`src/hdl/hsktrk_pkg.sv`:
```
package hsktrk_pkg;

    localparam int SlotCount = 6;
    localparam int UsageWidth = 8;
    localparam int KeyWidth = 4;

    typedef logic [UsageWidth-1:0] t_usage;
    typedef logic [KeyWidth-1:0] t_key;

    typedef enum logic {
        OP_PRESS   = 1'b0,
        OP_RELEASE = 1'b1
    } t_opcode;

    localparam t_key KeyUp     = 4'd0;
    localparam t_key KeyDown   = 4'd1;
    localparam t_key KeyLeft   = 4'd2;
    localparam t_key KeyRight  = 4'd3;
    localparam t_key KeyCentre = 4'd4;
    localparam t_key KeyA      = 4'd5;
    localparam t_key KeyB      = 4'd6;
    localparam t_key KeyX      = 4'd7;
    localparam t_key KeyY      = 4'd8;

    localparam t_usage UsageNone   = 8'h00;
    localparam t_usage UsageUp     = 8'h52;
    localparam t_usage UsageDown   = 8'h51;
    localparam t_usage UsageLeft   = 8'h50;
    localparam t_usage UsageRight  = 8'h4F;
    localparam t_usage UsageSpace  = 8'h2C;
    localparam t_usage UsageDelete = 8'h2A;
    localparam t_usage UsageEnter  = 8'h28;
    localparam t_usage UsageEscape = 8'h29;
    localparam t_usage UsageTab    = 8'h2B;

    // Command broadcast to every slot cell for one accepted event.
    typedef struct packed {
        logic   apply;
        logic   release_op;
        t_usage usage;
    } t_cell_cmd;

    // Ripple flags handed from one slot cell to the next.
    typedef struct packed {
        logic done;
        logic hit;
    } t_chain;

    function automatic t_usage usage_of_key(input t_key key);
        t_usage usage;
        unique case (key)
            KeyUp:     usage = UsageUp;
            KeyDown:   usage = UsageDown;
            KeyLeft:   usage = UsageLeft;
            KeyRight:  usage = UsageRight;
            KeyCentre: usage = UsageSpace;
            KeyA:      usage = UsageDelete;
            KeyB:      usage = UsageEnter;
            KeyX:      usage = UsageEscape;
            KeyY:      usage = UsageTab;
            default:   usage = UsageNone;
        endcase
        return usage;
    endfunction

endpackage

```
`src/hdl/hsktrk_evt_if.sv`:
```
interface hsktrk_evt_if;
    logic                       valid;
    logic                       ready;
    logic                       opcode;
    logic [hsktrk_pkg::KeyWidth-1:0] key_index;

    modport source (output valid, output opcode, output key_index, input ready);
    modport sink (input valid, input opcode, input key_index, output ready);
endinterface

```
`src/hdl/hsktrk_rpt_if.sv`:
```
interface hsktrk_rpt_if;
    logic                 valid;
    logic                 ready;
    hsktrk_pkg::t_usage   slot_zero;
    hsktrk_pkg::t_usage   slot_one;
    hsktrk_pkg::t_usage   slot_two;
    hsktrk_pkg::t_usage   slot_three;
    hsktrk_pkg::t_usage   slot_four;
    hsktrk_pkg::t_usage   slot_five;

    modport source (
        output valid, output slot_zero, output slot_one, output slot_two,
        output slot_three, output slot_four, output slot_five, input ready
    );
    modport sink (
        input valid, input slot_zero, input slot_one, input slot_two,
        input slot_three, input slot_four, input slot_five, output ready
    );
endinterface

```
`src/hdl/hid_six_key_report_tracker_top.sv`:
```
// The report for an event is valid in the cycle after its transfer.
// Throughput: one event per cycle while the output is not stalled; the six slot cells update together.
// A new event is taken while the output is empty or being taken in the same cycle.
// Reset (synchronous, active low) clears all six slots and the output valid flag.
module hid_six_key_report_tracker_top (
    input  logic  i_clk,
    input  logic  i_rst_n,
    hsktrk_evt_if.sink   i_evt,
    hsktrk_rpt_if.source o_rpt
);

    localparam int SlotCount = hsktrk_pkg::SlotCount;

    logic                  r_out_valid;
    logic                  n_out_valid;
    logic                  w_accept;
    hsktrk_pkg::t_usage    w_usage;
    hsktrk_pkg::t_cell_cmd w_cmd;
    hsktrk_pkg::t_chain    w_chain [SlotCount+1];
    hsktrk_pkg::t_usage    w_slot  [SlotCount];

    assign i_evt.ready = !r_out_valid || o_rpt.ready;
    assign w_accept    = i_evt.valid && i_evt.ready;
    assign w_usage     = hsktrk_pkg::usage_of_key(i_evt.key_index);

    assign w_cmd.apply      = w_accept && (w_usage != hsktrk_pkg::UsageNone);
    assign w_cmd.release_op = (i_evt.opcode == hsktrk_pkg::OP_RELEASE);
    assign w_cmd.usage      = w_usage;

    assign w_chain[0] = '0;

    for (genvar g = 0; g < SlotCount; g++) begin : g_cell
        hsktrk_pkg::t_usage w_next;
        if (g == SlotCount - 1) begin : g_last
            assign w_next = hsktrk_pkg::UsageNone;
        end else begin : g_mid
            assign w_next = w_slot[g+1];
        end
        hsktrk_cell u_cell (
            .i_clk       (i_clk),
            .i_rst_n     (i_rst_n),
            .i_cmd       (w_cmd),
            .i_chain     (w_chain[g]),
            .i_next_usage(w_next),
            .o_chain     (w_chain[g+1]),
            .o_usage     (w_slot[g])
        );
    end

    always_comb begin
        n_out_valid = r_out_valid;
        if (w_accept) begin
            n_out_valid = 1'b1;
        end else if (o_rpt.ready) begin
            n_out_valid = 1'b0;
        end
    end

    always_ff @(posedge i_clk) begin
        if (!i_rst_n) begin
            r_out_valid <= 1'b0;
        end else begin
            r_out_valid <= n_out_valid;
        end
    end

    assign o_rpt.valid      = r_out_valid;
    assign o_rpt.slot_zero  = w_slot[0];
    assign o_rpt.slot_one   = w_slot[1];
    assign o_rpt.slot_two   = w_slot[2];
    assign o_rpt.slot_three = w_slot[3];
    assign o_rpt.slot_four  = w_slot[4];
    assign o_rpt.slot_five  = w_slot[5];

endmodule

```
`src/hdl/hsktrk_cell.sv`:
```
module hsktrk_cell (
    input  logic                  i_clk,
    input  logic                  i_rst_n,
    input  hsktrk_pkg::t_cell_cmd i_cmd,
    input  hsktrk_pkg::t_chain    i_chain,
    input  hsktrk_pkg::t_usage    i_next_usage,
    output hsktrk_pkg::t_chain    o_chain,
    output hsktrk_pkg::t_usage    o_usage
);

    hsktrk_pkg::t_usage r_usage;
    hsktrk_pkg::t_usage n_usage;
    logic               w_match;
    logic               w_empty;

    assign w_match = (r_usage == i_cmd.usage);
    assign w_empty = (r_usage == hsktrk_pkg::UsageNone);

    assign o_chain.done = i_chain.done | w_match | w_empty;
    assign o_chain.hit  = i_chain.hit | w_match;
    assign o_usage      = r_usage;

    // A release shifts the slots behind the removed usage one place forward.
    // A press fills the first empty slot when no earlier slot holds the usage.
    always_comb begin
        n_usage = r_usage;
        if (i_cmd.apply) begin
            if (i_cmd.release_op) begin
                if (o_chain.hit) begin
                    n_usage = i_next_usage;
                end
            end else if (!i_chain.done && w_empty) begin
                n_usage = i_cmd.usage;
            end
        end
    end

    always_ff @(posedge i_clk) begin
        if (!i_rst_n) begin
            r_usage <= hsktrk_pkg::UsageNone;
        end else begin
            r_usage <= n_usage;
        end
    end

endmodule
```
`src/flat_wrapper.sv`:
```
// flat-port wrapper written by rule: the top's interface ports become plain ports
module hid_six_key_report_tracker_top_flat 
  (i_clk, i_rst_n, i_evt_valid, i_evt_opcode, i_evt_key_index, i_evt_ready, o_rpt_valid, o_rpt_slot_zero, o_rpt_slot_one, o_rpt_slot_two, o_rpt_slot_three, o_rpt_slot_four, o_rpt_slot_five, o_rpt_ready);
  hsktrk_evt_if i_evt_i ();
  hsktrk_rpt_if o_rpt_i ();
  input  logic i_clk;
  input  logic i_rst_n;
  input wire logic [$bits(i_evt_i.valid)-1:0] i_evt_valid;
  input wire logic [$bits(i_evt_i.opcode)-1:0] i_evt_opcode;
  input wire logic [$bits(i_evt_i.key_index)-1:0] i_evt_key_index;
  output wire logic [$bits(i_evt_i.ready)-1:0] i_evt_ready;
  output wire logic [$bits(o_rpt_i.valid)-1:0] o_rpt_valid;
  output wire logic [$bits(o_rpt_i.slot_zero)-1:0] o_rpt_slot_zero;
  output wire logic [$bits(o_rpt_i.slot_one)-1:0] o_rpt_slot_one;
  output wire logic [$bits(o_rpt_i.slot_two)-1:0] o_rpt_slot_two;
  output wire logic [$bits(o_rpt_i.slot_three)-1:0] o_rpt_slot_three;
  output wire logic [$bits(o_rpt_i.slot_four)-1:0] o_rpt_slot_four;
  output wire logic [$bits(o_rpt_i.slot_five)-1:0] o_rpt_slot_five;
  input wire logic [$bits(o_rpt_i.ready)-1:0] o_rpt_ready;
  assign i_evt_i.valid = i_evt_valid;
  assign i_evt_i.opcode = i_evt_opcode;
  assign i_evt_i.key_index = i_evt_key_index;
  assign i_evt_ready = i_evt_i.ready;
  assign o_rpt_valid = o_rpt_i.valid;
  assign o_rpt_slot_zero = o_rpt_i.slot_zero;
  assign o_rpt_slot_one = o_rpt_i.slot_one;
  assign o_rpt_slot_two = o_rpt_i.slot_two;
  assign o_rpt_slot_three = o_rpt_i.slot_three;
  assign o_rpt_slot_four = o_rpt_i.slot_four;
  assign o_rpt_slot_five = o_rpt_i.slot_five;
  assign o_rpt_i.ready = o_rpt_ready;
  hid_six_key_report_tracker_top u_core (.i_clk(i_clk), .i_rst_n(i_rst_n), .i_evt(i_evt_i), .o_rpt(o_rpt_i));
endmodule
```
`config.mk`:
```
export PLATFORM = sky130hd
export DESIGN_NAME = hid_six_key_report_tracker_top_flat
export DESIGN_NICKNAME = d
export VERILOG_FILES = /design/src/hdl/hsktrk_pkg.sv /design/src/hdl/hsktrk_evt_if.sv /design/src/hdl/hsktrk_rpt_if.sv /design/src/hdl/hid_six_key_report_tracker_top.sv /design/src/hdl/hsktrk_cell.sv /design/src/flat_wrapper.sv
export SDC_FILE = /design/constraint.sdc
export NUM_CORES = 1
export LEC_CHECK = 0
export BUFFER_PORTS_ARGS = -buffer_cell sky130_fd_sc_hd__buf_2
export CAP_MARGIN = 40
export CORE_MARGIN = 2
export CORE_UTILIZATION = 50
export DETAILED_ROUTE_END_ITERATION = 16
export GPL_TIMING_DRIVEN = 0
export PLACE_DENSITY = 0.73
export SETUP_SLACK_MARGIN = 0.05
export SLEW_MARGIN = 20
export SYNTH_ARGS = -nofsm -noshare
export SYNTH_HDL_FRONTEND = slang
export SYNTH_SLANG_ARGS = --single-unit
```
`constraint.sdc`:
```
create_clock -name i_clk -period 5.85 [get_ports i_clk]
set_input_delay 0.8775 -clock i_clk [delete_from_list [all_inputs] [get_ports i_clk]]
set_output_delay 0.8775 -clock i_clk [all_outputs]
set_load 0.05 [all_outputs]
```
==> summary.txt <==
Syn avg cell area - 7.61 um^2
Drt initial violations - 516
Core Region - 5920 um^2
Pin count of the biggest net entering global routing - 14
FILL cells - 580
Worst hold path startpoint - u_core.g_cell[4].u_cell.o_usage[0]
R2r startpoint - u_core.g_cell[1].u_cell.o_usage[5]
CTS max path bufs - 2
Tot Pwr - 0.799 mW
DRC Markers - 0
# diodes - 0
Wire per inst - 18.9 um
Static Leak - 1.48 nW
Vias in the first global route - 2,996
Nature of the critical path endpoint - flip-flop
Count of pins over their slew limit - 0
Slack of the worst reg-to-reg path - 3.14 ns
Root Buffer - clkbuf_8
Status - complete, no violations
Setup violations, final - 0
Min-Delay Path Class - reg -> reg
Final WL - 10,300 um
Drt via density - 6.47
Area growth, synth to finish - 15.1%
FF-to-FF path depth - 7
CP Max Fanout - 8
Fin. Hold Viols - 0
I/O Pins - 59
Worst-path cell chain - buf_2, inv_1, ha_1, and3b_1, or3_1, a222oi_1, o2111ai_1, o211ai_1, a22oi_1, a2111oi_0, nor3_1
CP max stage cell - a222oi_1
Final WS setup - 2.32 ns
Sequential element share of the synthesized area - 0.281
Register area - 861 um^2
Initial antenna violation count - 0
Site Rows - 28
Worst Hold Path EP - u_core.g_cell[4].u_cell.o_usage[0]
Synth warn - 0
Final nets - 479
Worst hold slack - 0.501 ns
Kind of critical path - in -> reg
CP arrival - 3.70 ns
Chip Width - 82.2 um
Worst hold stages - 2
Crit path buf inv count - 2
H-tree levels - 2
CTS buffer count - 5
Drt first pass iters - 5
Placed Cells - 534
Clock tree from TritonCTS - done
Power per cell area - 227 nW/um^2
Die area - 6760 um^2
Initial Utilization - 0.517
Crit start category - primary input
CTS Hold Bufs - 0
Max-cap violations - 0
Predominant post-synthesis flop cell - dfxtp_1
Clk_lat worst skew - 0.30 ns
Cell count after synthesis - 402
Final period util - 0.603
Worst-path clk slew - 0.08 ns
Mapped Area - 3060 um^2
Rel. slew slack - 0.460
Top delay family on crit path - compound AO/OA/AOI/OAI gates
Die Ht - 82.2 um
Detailed Place HPWL - 7530 um
Seq cells post-synth - 43
RSZ-0062 raised after global routing - no
Post-route ant nets - 0
FF-to-FF End - u_core.g_cell[2].u_cell.o_usage[6]
First-pass GRT wire length - 15,800 um
Postcts setup bufs - 0
Gpl congestion - 0.982
CP required - 6.02 ns
Layout cells sized above 1 - 0.178
Cell variety after synth - 64
Max Clock Skew - 0.00483 ns
Max VDD drop - 0.000130 V
EDFF count, synth - 0
GRT overflow - 0
Fmax - 0.284 GHz
Synth async-reset ratio - 0
I/O Buffers - 50
# clock sinks - 43
Crit path time final - 3.53 ns
Via count - 3,508
TNS Setup - 0 ns
Place WS - 2.06 ns
Cts repair resizes - 0
Total GRT Usage - 0.309
Multi-input logic area - 1970 um^2
Cell Count, Final, Fillers Out - 542
Largest stage delay on the critical path - 0.49 ns
Worst Tran Pin Value - 0.803 ns
## flip-flops by register name (all words and copies together) (netlist names)
signal / flops
u_core.g_cell.u_cell.o_usage: 42
u_core.o_rpt.valid: 1
## through the flow
stage          area, um^2   util
2_1_floorplan        3080      -
3_3_place_gp         3420  0.578
3_5_place_dp         3430  0.580
4_1_cts              3520  0.594
5_1_grt              3520  0.594
6_report             3520  0.594
## tightest hold or removal path: stages (launching register included)
cell and delay [ns]:
dfxtp_1 0.34, nand2_1 0.06, mux2i_1 0.06
## per-layer routing
layer	share of wire	GRT usage	up-vias
li1	-	-	1605
met1	0.42	0.445	1614
met2	0.43	0.444	245
met3	0.11	0.0630	44
met4	0.035	0.133	0
met5	0	0	-
## synth_stat cells (8+ instances only)
cell / n / share of area
buf_4: 9 / 0.022
dfxtp_1: 43 / 0.28
inv_1: 20 / 0.025
nor2_1: 27 / 0.033
clkbuf_1: 15 / 0.018
nand2_1: 20 / 0.025
nor3_1: 17 / 0.028
xor2_1: 11 / 0.031
a21oi_1: 54 / 0.088
a211oi_1: 8 / 0.020
o21ai_0: 32 / 0.052
nand3_1: 19 / 0.031
mux2i_1: 12 / 0.039
## report_power, final
group	internal (mW)	leakage [nW]	switching [mW]
clock network	0.0835	0.0412	0.105
registers	0.306	0.348	0.0239
logic	0.0879	1.09	0.192
total	0.478	1.48	0.321
## cells in the final DEF, fill, tap and decap left out, drive strengths merged, types with 12 or more instances in the layout
cell / netlist / final
dfxtp: 43 / 43
clkbuf: 15 / 21
inv: 20 / 20
nor3: 17 / 17
buf: 15 / 67
nand3: 19 / 19
a21oi: 54 / 54
o21ai: 38 / 38
nand2: 20 / 20
mux2i: 12 / 12
nor2: 27 / 27
## cells by family (layout without fill, tap and decap cells)
logic type                 after synthesis  after routing  share of synthesized area
AOI/OAI and AO/OA                      143            143                      0.303
xor gates and xnor gates                18             18                     0.0515
adders and majority gates                4              4                     0.0164
buffers and inverters                   50            110                     0.0806
DFF                                     43             43                      0.281
muxes                                   13             13                     0.0466
other                                    1              6                    0.00123
and+or+nand+nor                        130            130                      0.219
## worst max path at each step
stage                                         end               start  slack (ns)  cells past startpoint
2_1_floorplan  u_core.g_cell[3].u_cell.o_usage[2]  i_evt_key_index[0]        2.60                     11
3_3_place_gp   u_core.g_cell[2].u_cell.o_usage[4]  i_evt_key_index[0]        2.13                     11
3_5_place_dp   u_core.g_cell[2].u_cell.o_usage[2]  i_evt_key_index[0]        2.06                     11
4_1_cts        u_core.g_cell[2].u_cell.o_usage[4]  i_evt_key_index[0]        2.38                     11
5_1_grt        u_core.g_cell[2].u_cell.o_usage[2]  i_evt_key_index[0]        2.04                     11
6_report       u_core.g_cell[2].u_cell.o_usage[6]  i_evt_key_index[0]        2.32                     11
## cell type report
| cell class | count | area share |
|---|---|---|
| Tap cell | 75 | 0.0267 |
| Timing Repair Buffer | 52 | 0.0747 |
| Multi-Input combinational cell | 314 | 0.560 |
| Buffer | 30 | 0.0487 |
| Clock inverter | 2 | 0.00355 |
| Clock buffer | 6 | 0.0206 |
| Inverter | 20 | 0.0213 |
| Sequential cell | 43 | 0.245 |
(Power assumes the default switching activity.)
